--- config.mk ---
export PLATFORM = sky130hd
export DESIGN_NAME = two_wire_bus_sniffer_with_event_queue
export DESIGN_NICKNAME = d
export VERILOG_FILES = /design/src/design/tws_pkg.sv /design/src/design/tws_decode.sv /design/src/design/tws_queue.sv /design/src/design/tws_outbuf.sv /design/src/design/two_wire_bus_sniffer_with_event_queue.sv
export SDC_FILE = /design/constraint.sdc
export NUM_CORES = 1
export LEC_CHECK = 0
export BUFFER_PORTS_ARGS = -buffer_cell sky130_fd_sc_hd__buf_2
export CAP_MARGIN = 20
export CORE_AREA = 5 5 226 228
export CTS_CLUSTER_SIZE = 30
export DETAILED_ROUTE_END_ITERATION = 8
export DIE_AREA = 0 0 231 233
export GPL_TIMING_DRIVEN = 0
export HOLD_SLACK_MARGIN = 0.02
export PLACE_DENSITY = 0.74
export SYNTH_ARGS = -nofsm -noshare
export SYNTH_HDL_FRONTEND = slang
export SYNTH_SLANG_ARGS = --single-unit
--- constraint.sdc ---
create_clock -name i_clk -period 4.31 [get_ports i_clk]
set_input_delay 0 -clock i_clk [delete_from_list [all_inputs] [get_ports i_clk]]
set_output_delay 0 -clock i_clk [all_outputs]
set_load 0.02 [all_outputs]
--- src/design/tws_pkg.sv ---
`timescale 1ns / 1ps

package tws_pkg;

    localparam logic [1:0] OP_CLOCK = 2'd0;
    localparam logic [1:0] OP_IO    = 2'd1;
    localparam logic [1:0] OP_POP   = 2'd2;

    localparam logic [1:0] KIND_START = 2'd0;
    localparam logic [1:0] KIND_STOP  = 2'd1;
    localparam logic [1:0] KIND_DATA  = 2'd2;

    localparam int BYTE_BITS = 8;
    localparam int OUT_DEPTH = 4;
    localparam int OUT_AW    = 2;

    typedef struct packed {
        logic       vld;
        logic [1:0] kind;
        logic [7:0] data;
    } t_event_req;

    // result as it leaves the block, LSB first: hit, kind, data
    typedef struct packed {
        logic [7:0] data;
        logic [1:0] kind;
        logic       hit;
    } t_result;

    typedef struct packed {
        logic empty;
        logic full;
    } t_q_status;

    typedef struct packed {
        logic room;
        logic full;
    } t_ob_status;

endpackage

--- src/design/tws_decode.sv ---
`timescale 1ns / 1ps

module tws_decode (
    input  logic                i_clk,
    input  logic                i_rst_n,
    input  logic                i_acc,
    input  logic [1:0]          i_op,
    input  logic                i_clk_lvl,
    input  logic                i_io_lvl,
    output tws_pkg::t_event_req o_push
);
    import tws_pkg::*;

    logic       r_in_frame, n_in_frame;
    logic       r_start_pend, n_start_pend;
    logic [3:0] r_bit_cnt, n_bit_cnt;
    logic [7:0] r_shift, n_shift;
    logic       r_prev_io, n_prev_io;
    logic [3:0] bit_inc;
    logic [7:0] shift_upd;

    assign bit_inc   = r_bit_cnt + 4'd1;
    assign shift_upd = r_shift | (8'(i_io_lvl) << r_bit_cnt[2:0]);

    always_comb begin
        n_in_frame   = r_in_frame;
        n_start_pend = r_start_pend;
        n_bit_cnt    = r_bit_cnt;
        n_shift      = r_shift;
        n_prev_io    = r_prev_io;
        o_push       = '0;
        if (i_acc) begin
            priority if (i_op == OP_CLOCK) begin
                if (r_start_pend) begin
                    n_start_pend = 1'b0;
                    n_in_frame   = 1'b1;
                    o_push.vld   = 1'b1;
                    o_push.kind  = KIND_START;
                end
                if (r_in_frame || r_start_pend) begin
                    n_shift   = shift_upd;
                    n_bit_cnt = bit_inc;
                    if (bit_inc >= 4'(BYTE_BITS)) begin
                        o_push.vld  = 1'b1;
                        o_push.kind = KIND_DATA;
                        o_push.data = shift_upd;
                        n_bit_cnt   = '0;
                        n_shift     = '0;
                    end
                end
            end else if (i_op == OP_IO) begin
                if (i_clk_lvl) begin
                    if (r_prev_io && !i_io_lvl) begin
                        if (!r_in_frame && !r_start_pend) begin
                            n_bit_cnt    = '0;
                            n_shift      = '0;
                            n_start_pend = 1'b1;
                        end
                    end else if (!r_prev_io && i_io_lvl) begin
                        if (r_in_frame) begin
                            n_in_frame  = 1'b0;
                            n_bit_cnt   = '0;
                            n_shift     = '0;
                            o_push.vld  = 1'b1;
                            o_push.kind = KIND_STOP;
                        end else begin
                            n_start_pend = 1'b0;
                        end
                    end
                end
                n_prev_io = i_io_lvl;
            end else begin
            end
        end
    end

    always_ff @(posedge i_clk) begin
        if (!i_rst_n) begin
            r_in_frame   <= 1'b0;
            r_start_pend <= 1'b0;
            r_bit_cnt    <= '0;
            r_shift      <= '0;
            r_prev_io    <= 1'b1;
        end else begin
            r_in_frame   <= n_in_frame;
            r_start_pend <= n_start_pend;
            r_bit_cnt    <= n_bit_cnt;
            r_shift      <= n_shift;
            r_prev_io    <= n_prev_io;
        end
    end

endmodule

--- src/design/tws_queue.sv ---
`timescale 1ns / 1ps

module tws_queue #(
    parameter int QUEUE_DEPTH = 64
) (
    input  logic                i_clk,
    input  logic                i_rst_n,
    input  tws_pkg::t_event_req i_push,
    input  logic                i_pop,
    output logic                o_res_vld,
    output tws_pkg::t_result    o_res,
    output tws_pkg::t_q_status  o_stat
);
    import tws_pkg::*;

    localparam int PW = (QUEUE_DEPTH > 1) ? $clog2(QUEUE_DEPTH) : 1;
    localparam logic [PW-1:0] LAST = PW'(QUEUE_DEPTH - 1);

    logic [9:0]    r_mem [QUEUE_DEPTH];
    logic [PW-1:0] r_wp, n_wp;
    logic [PW-1:0] r_rp, n_rp;
    logic [PW-1:0] wp_next, rp_next;
    logic          wr_en, rd_en;
    logic          r_rd_vld;
    logic          r_rd_hit;
    logic [9:0]    r_rd_word;

    assign wp_next      = (r_wp == LAST) ? '0 : r_wp + 1'b1;
    assign rp_next      = (r_rp == LAST) ? '0 : r_rp + 1'b1;
    assign o_stat.empty = (r_rp == r_wp);
    assign o_stat.full  = (wp_next == r_rp);
    assign wr_en        = i_push.vld && !o_stat.full;
    assign rd_en        = i_pop && !o_stat.empty;

    always_comb begin
        n_wp = wr_en ? wp_next : r_wp;
        n_rp = rd_en ? rp_next : r_rp;
    end

    always_ff @(posedge i_clk) begin
        if (wr_en) begin
            r_mem[r_wp] <= {i_push.kind, i_push.data};
        end
        if (rd_en) begin
            r_rd_word <= r_mem[r_rp];
        end
    end

    always_ff @(posedge i_clk) begin
        if (!i_rst_n) begin
            r_wp     <= '0;
            r_rp     <= '0;
            r_rd_vld <= 1'b0;
            r_rd_hit <= 1'b0;
        end else begin
            r_wp     <= n_wp;
            r_rp     <= n_rp;
            r_rd_vld <= i_pop;
            r_rd_hit <= rd_en;
        end
    end

    assign o_res_vld = r_rd_vld;
    assign o_res     = r_rd_hit ? {r_rd_word[7:0], r_rd_word[9:8], 1'b1} : '0;

endmodule

--- src/design/tws_outbuf.sv ---
`timescale 1ns / 1ps

module tws_outbuf (
    input  logic                 i_clk,
    input  logic                 i_rst_n,
    input  logic                 i_vld,
    input  tws_pkg::t_result     i_res,
    input  logic                 i_inflight,
    input  logic                 i_ready,
    output logic                 o_vld,
    output tws_pkg::t_result     o_res,
    output tws_pkg::t_ob_status  o_stat
);
    import tws_pkg::*;

    t_result         r_buf [OUT_DEPTH];
    logic [OUT_AW-1:0] r_wp, r_rp;
    logic [OUT_AW:0]   r_cnt, n_cnt;
    logic [OUT_AW:0]   used;
    logic              rd;

    assign o_vld        = (r_cnt != '0);
    assign o_res        = r_buf[r_rp];
    assign rd           = o_vld && i_ready;
    assign used         = r_cnt + (OUT_AW + 1)'(i_inflight);
    assign o_stat.room  = (used < (OUT_AW + 1)'(OUT_DEPTH));
    assign o_stat.full  = (r_cnt == (OUT_AW + 1)'(OUT_DEPTH));

    always_comb begin
        n_cnt = r_cnt + (OUT_AW + 1)'(i_vld) - (OUT_AW + 1)'(rd);
    end

    always_ff @(posedge i_clk) begin
        if (i_vld) begin
            r_buf[r_wp] <= i_res;
        end
    end

    always_ff @(posedge i_clk) begin
        if (!i_rst_n) begin
            r_wp  <= '0;
            r_rp  <= '0;
            r_cnt <= '0;
        end else begin
            r_cnt <= n_cnt;
            if (i_vld) begin
                r_wp <= r_wp + 1'b1;
            end
            if (rd) begin
                r_rp <= r_rp + 1'b1;
            end
        end
    end

endmodule

--- src/design/two_wire_bus_sniffer_with_event_queue.sv ---
`timescale 1ns / 1ps

// Passive sniffer for a start/stop framed two-wire bus. Each request is a clock
// sampling edge, an IO level change or a pop; one request is taken per cycle,
// back to back, while s_axis_tready is high. Decoded START, STOP and DATA events
// go into a ring buffer in a single synchronous RAM of QUEUE_DEPTH entries that
// holds at most QUEUE_DEPTH-1 events; events arriving while it is full are
// dropped. A pop is answered at the earliest after passing the RAM read register
// and then the four-entry result buffer. s_axis_tready falls only while that
// buffer plus a read in flight would be full, i.e. under output backpressure.
// The RAM needs no clearing pass after reset.
module two_wire_bus_sniffer_with_event_queue #(
    parameter int QUEUE_DEPTH = 64
) (
    input  logic        i_clk,
    input  logic        i_rst_n,
    input  logic        i_cfg_valid,
    output logic        o_cfg_ready,
    input  logic        i_cfg_data,      // sniff_enable
    input  logic        s_axis_tvalid,
    output logic        s_axis_tready,
    input  logic [7:0]  s_axis_tdata,    // opcode[1:0], clk_level[2], io_level[3]
    output logic        m_axis_tvalid,
    input  logic        m_axis_tready,
    output logic [15:0] m_axis_tdata     // pop_valid[0], event_kind[2:1], event_data[10:3]
);
    import tws_pkg::*;

    logic       r_enable;
    logic       in_acc;
    logic [1:0] in_op;
    logic       is_pop;
    t_event_req push;
    logic       res_vld;
    t_result    res;
    t_result    out_res;
    t_q_status  q_stat;
    t_ob_status ob_stat;

    assign o_cfg_ready = 1'b1;

    always_ff @(posedge i_clk) begin
        if (!i_rst_n) begin
            r_enable <= 1'b0;
        end else if (i_cfg_valid && o_cfg_ready) begin
            r_enable <= i_cfg_data;
        end
    end

    assign in_op  = s_axis_tdata[1:0];
    assign in_acc = s_axis_tvalid && s_axis_tready;
    assign is_pop = in_acc && (in_op == OP_POP);

    tws_decode u_decode (
        .i_clk     (i_clk),
        .i_rst_n   (i_rst_n),
        .i_acc     (in_acc && r_enable),
        .i_op      (in_op),
        .i_clk_lvl (s_axis_tdata[2]),
        .i_io_lvl  (s_axis_tdata[3]),
        .o_push    (push)
    );

    tws_queue #(
        .QUEUE_DEPTH (QUEUE_DEPTH)
    ) u_queue (
        .i_clk     (i_clk),
        .i_rst_n   (i_rst_n),
        .i_push    (push),
        .i_pop     (is_pop),
        .o_res_vld (res_vld),
        .o_res     (res),
        .o_stat    (q_stat)
    );

    tws_outbuf u_outbuf (
        .i_clk      (i_clk),
        .i_rst_n    (i_rst_n),
        .i_vld      (res_vld),
        .i_res      (res),
        .i_inflight (res_vld),
        .i_ready    (m_axis_tready),
        .o_vld      (m_axis_tvalid),
        .o_res      (out_res),
        .o_stat     (ob_stat)
    );

    assign s_axis_tready = ob_stat.room;
    assign m_axis_tdata  = {5'd0, out_res};

    a_not_empty_and_full: assert property (@(posedge i_clk) disable iff (!i_rst_n)
        !(q_stat.empty && q_stat.full))
        else $error("queue flagged empty and full at once");

    a_no_push_disabled: assert property (@(posedge i_clk) disable iff (!i_rst_n)
        !r_enable |-> !push.vld)
        else $error("event generated while disabled");

    a_pop_answers: assert property (@(posedge i_clk) disable iff (!i_rst_n)
        is_pop |=> res_vld)
        else $error("pop request produced no read");

    a_no_overflow: assert property (@(posedge i_clk) disable iff (!i_rst_n)
        res_vld |-> !ob_stat.full)
        else $error("result buffer overflow");

endmodule
==> impl_metrics.ini <==
[status]
status = finished with violations
violations = negative setup slack

[die]
num_rows = 81
dieArea_mm2 = 0.05382
core_area_mm2 = 0.04865
die_h_um = 233
start_util = 0.5940
die_width_um = 231
io_pins = 33

[clocking]
cts-buffers-inserted = 73
cts-htree-levels = 3
clkSlewWorstSetupHoldPaths_ns = 0.06
clk_latency_ns = 0.61
numClockSinks = 733
clockBufferDepth = 3
cts_tree = yes
cts-root-buf = clkbuf_16

[worst_setup_path]
worstSetupStartpointType = register
required_ns = 4.52
critPathMostFrequentCell = ha_1
worst-path-buf-inv = 1
cp-end-kind = register
crit_family = simple AND/OR/NAND/NOR gates
arrival_ns = 4.61
critPathSlowestCell = nor2_1
worstSetupPathType = register to register
slowest_delay_ns = 1.09
critPathMaxFanout = 10
path_cells = ha_1 -> ha_1 -> xnor2_1 -> nand3_1 -> a21oi_1 -> and2_1 -> clkbuf_2 -> nand4_1 -> nor2_1

[synth]
synth_warnings = 0
synthCells = 1398
synth_ff_type = edfxtp_1
async_flop_share = 0
synth_compound_area_frac = 0.02005
netlist-cell-type-count = 56
synth_top_family_by_area = multiplexers
syn_avg_cell_area_um2 = 20.67
yosysTopAreaCellShare = 0.7213
synth-adder-area-share = 0.005629
synth_xor_area_frac = 0.006972
synth_simple_gate_area_share = 0.03785
ys_seq_area_frac = 0.7483
synth-edff-count = 694
ys_ff_latch = 733
synth_area_leaders = edfxtp_1 72%, mux4_2 16%, dfxtp_1 2.7%
synth_area_leader_cell = edfxtp_1
synth_area_mm2 = 0.02889
synth_mux_area_frac = 0.1647

[power]
clockPowerShare = 0.441
internal-power_mw = 11.48
p_leak_nw = 9.214
p_sw_mw = 2.722
seq_power_share = 0.542
switching_share = 0.1916
powerDensity_mw_per_mm2 = 431.7
combPwrFrac = 0.016
peakVddDrop_uv = 362.6

[sta]
finalHoldViolCount = 0
layout_min_cycle_time_ns = 4.394
hold_ws_ns = 0.1073
max_freq_mhz = 227.6
worst_slew_pin_slew_ns = 1.099
slew_viol_final = 0
period_share = 1.020
setup_violations = 70
rsz0062_at_grt = yes
skew_ns = 0.02821
finalWorstSetupSlack_ns = -0.08438
max_slew_margin = 0.2656
finalSetupTns_ns = -3.399

[placed_design]
dp.final_hpwl_um = 42390
port_buffers = 20
placed_area_mm2 = 0.03029
gp_congestion = 0.9076

[min_path]
hp-class = primary input to register

[drt]
wl_met2_um = 33260
viasPerCell = 6.609
ant_nets = 0
drcViolationCount = 0
wl_per_cell_um = 30.20
vias = 14665
wl_met1_um = 25290
drt_iter0_markers = 2058
routed.top_layer = met4
postRouteWirelength_um = 67010
dr_wl_met3_um = 6344
firstDrtPassIters = 6

[final_layout]
final_common_cell = edfxtp_1
fin_area_mm2 = 0.03290
antenna_cells = 0
final_layout_size_suffix_gt1_frac = 0.2899
nets = 1569
syn2layout_area_growth_pct = 13.87
layout_common_cells = 694 x edfxtp_1, 202 x mux4_2, 74 x clkbuf_16
utilization = 0.6764

[global_route]
grt_first_pass_wirelength_um = 98460
overflow = 0
antenna_found_initial = 0
grt_max_degree = 57
grt_pass1_vias = 14752
grt_usage = 0.2542

[flow_run]
maxCapViolations = 0
## worst register-to-register path, cell delays in order (launching register included)
cell and delay, ns:
dfxtp_1 0.37, ha_1 0.24, ha_1 0.19, xnor2_1 0.36, nand3_1 0.26, a21oi_1 0.47
and2_1 0.22, clkbuf_2 0.21, nand4_1 0.58, nor2_1 1.09
## worst paths after layout
kind / startpoint / endpoint / slack (ns) / cells after the start
worst max-delay path: u_queue.o_res_vld / u_queue.r_mem[30][1] / -0.08 / 9
worst min-delay path: s_axis_tdata[0] / u_decode.r_start_pend / 0.11 / 5
worst max register to register: u_queue.o_res_vld / u_queue.r_mem[30][1] / -0.08 / 9
worst min register to register: u_decode.r_shift[0] / u_decode.r_shift[0] / 0.48 / 2
## what timing repair did
item	4_1_cts	5_1_grt
resized for setup	2	32
hold buffers	13	0
hold endpoints to repair	24	0
pin swaps	0	1
setup endpoints to repair	10	360
buffers inserted	0	0
## routing by layer
layer	vias up	track usage
li1	6055	-
met1	7636	0.3566
met2	861	0.4132
met3	113	0.04576
met4	0	0.08804
met5	-	0
## power by group through the flow
stage               clock (mW)  combinational, mW  sequential [mW]
CTS                       6.33              0.237             7.70
global route              6.66              0.255             7.70
floorplan                    0              0.170             7.85
detailed placement           0              0.228             7.85
finish                    6.27              0.233             7.70
global placement             0              0.224             7.85
## synthesized netlist by cell type (all sizes together), types with 2 or more instances
cell and number:
nand3 11, dfxtp 39, nor3 12, nand4 9, o211ai 4, ha 13
clkbuf 37, mux4 202, a31oi 7, nor2b 16, and3 5, a211oi 8
xnor2 7, o21ai 5, and4 2, mux2i 21, a22o 7, nand4b 4
or3 4, xor2 16, or2 2, conb 2, nand2b 2, nand3b 3
buf 49, nor4 9, a221o 8, nor2 101, a22oi 4, edfxtp 694
nand2 22, inv 11, a21oi 28, and2 19
## area by class of cell
type / count / area [um2]
timing repair buffer: 65 / 624.3
clock buffer: 87 / 1901
buffer: 86 / 424.2
tap: 622 / 778.2
multi-input combinational: 571 / 7062
fill: 3011 / 15740
inverter: 12 / 45.04
clock inverter: 43 / 447.9
sequential: 733 / 21620
## registers in the layout, indices dropped and copies added, names as in the netlist, 2 cells and up, named ones only
signal / cells
u_queue.r_wp: 6
u_outbuf.r_wp: 2
u_decode.r_shift: 8
u_queue.r_mem: 640
u_outbuf.r_rp: 2
u_outbuf.r_buf: 44
u_decode.r_bit_cnt: 4
u_queue.r_rd_word: 10
u_queue.r_rp: 6
u_outbuf.r_cnt: 3
## through the flow
stage	worst slack (ns)	cells	power [mW]
floorplan	0.2437	1402	8.020
global placement	-1.909	2044	8.077
detailed placement	-0.01086	2071	8.082
CTS	0.01033	2214	14.27
global route	-0.2732	2219	14.62
finish	-0.08438	2219	14.20
## kinds of logic (layout without fill, tap and decap cells)
kind of cell,count (synthesis),count (layout)
DFF,733,733
xor gates and xnor gates,23,23
other,2,6
muxes,223,223
and+or+nand+nor,224,224
AOI/OAI and AO/OA,82,82
adders and majority gates,13,13
buffers and inverters,98,293
No activity file was read; power rests on OpenSTA's default activity.
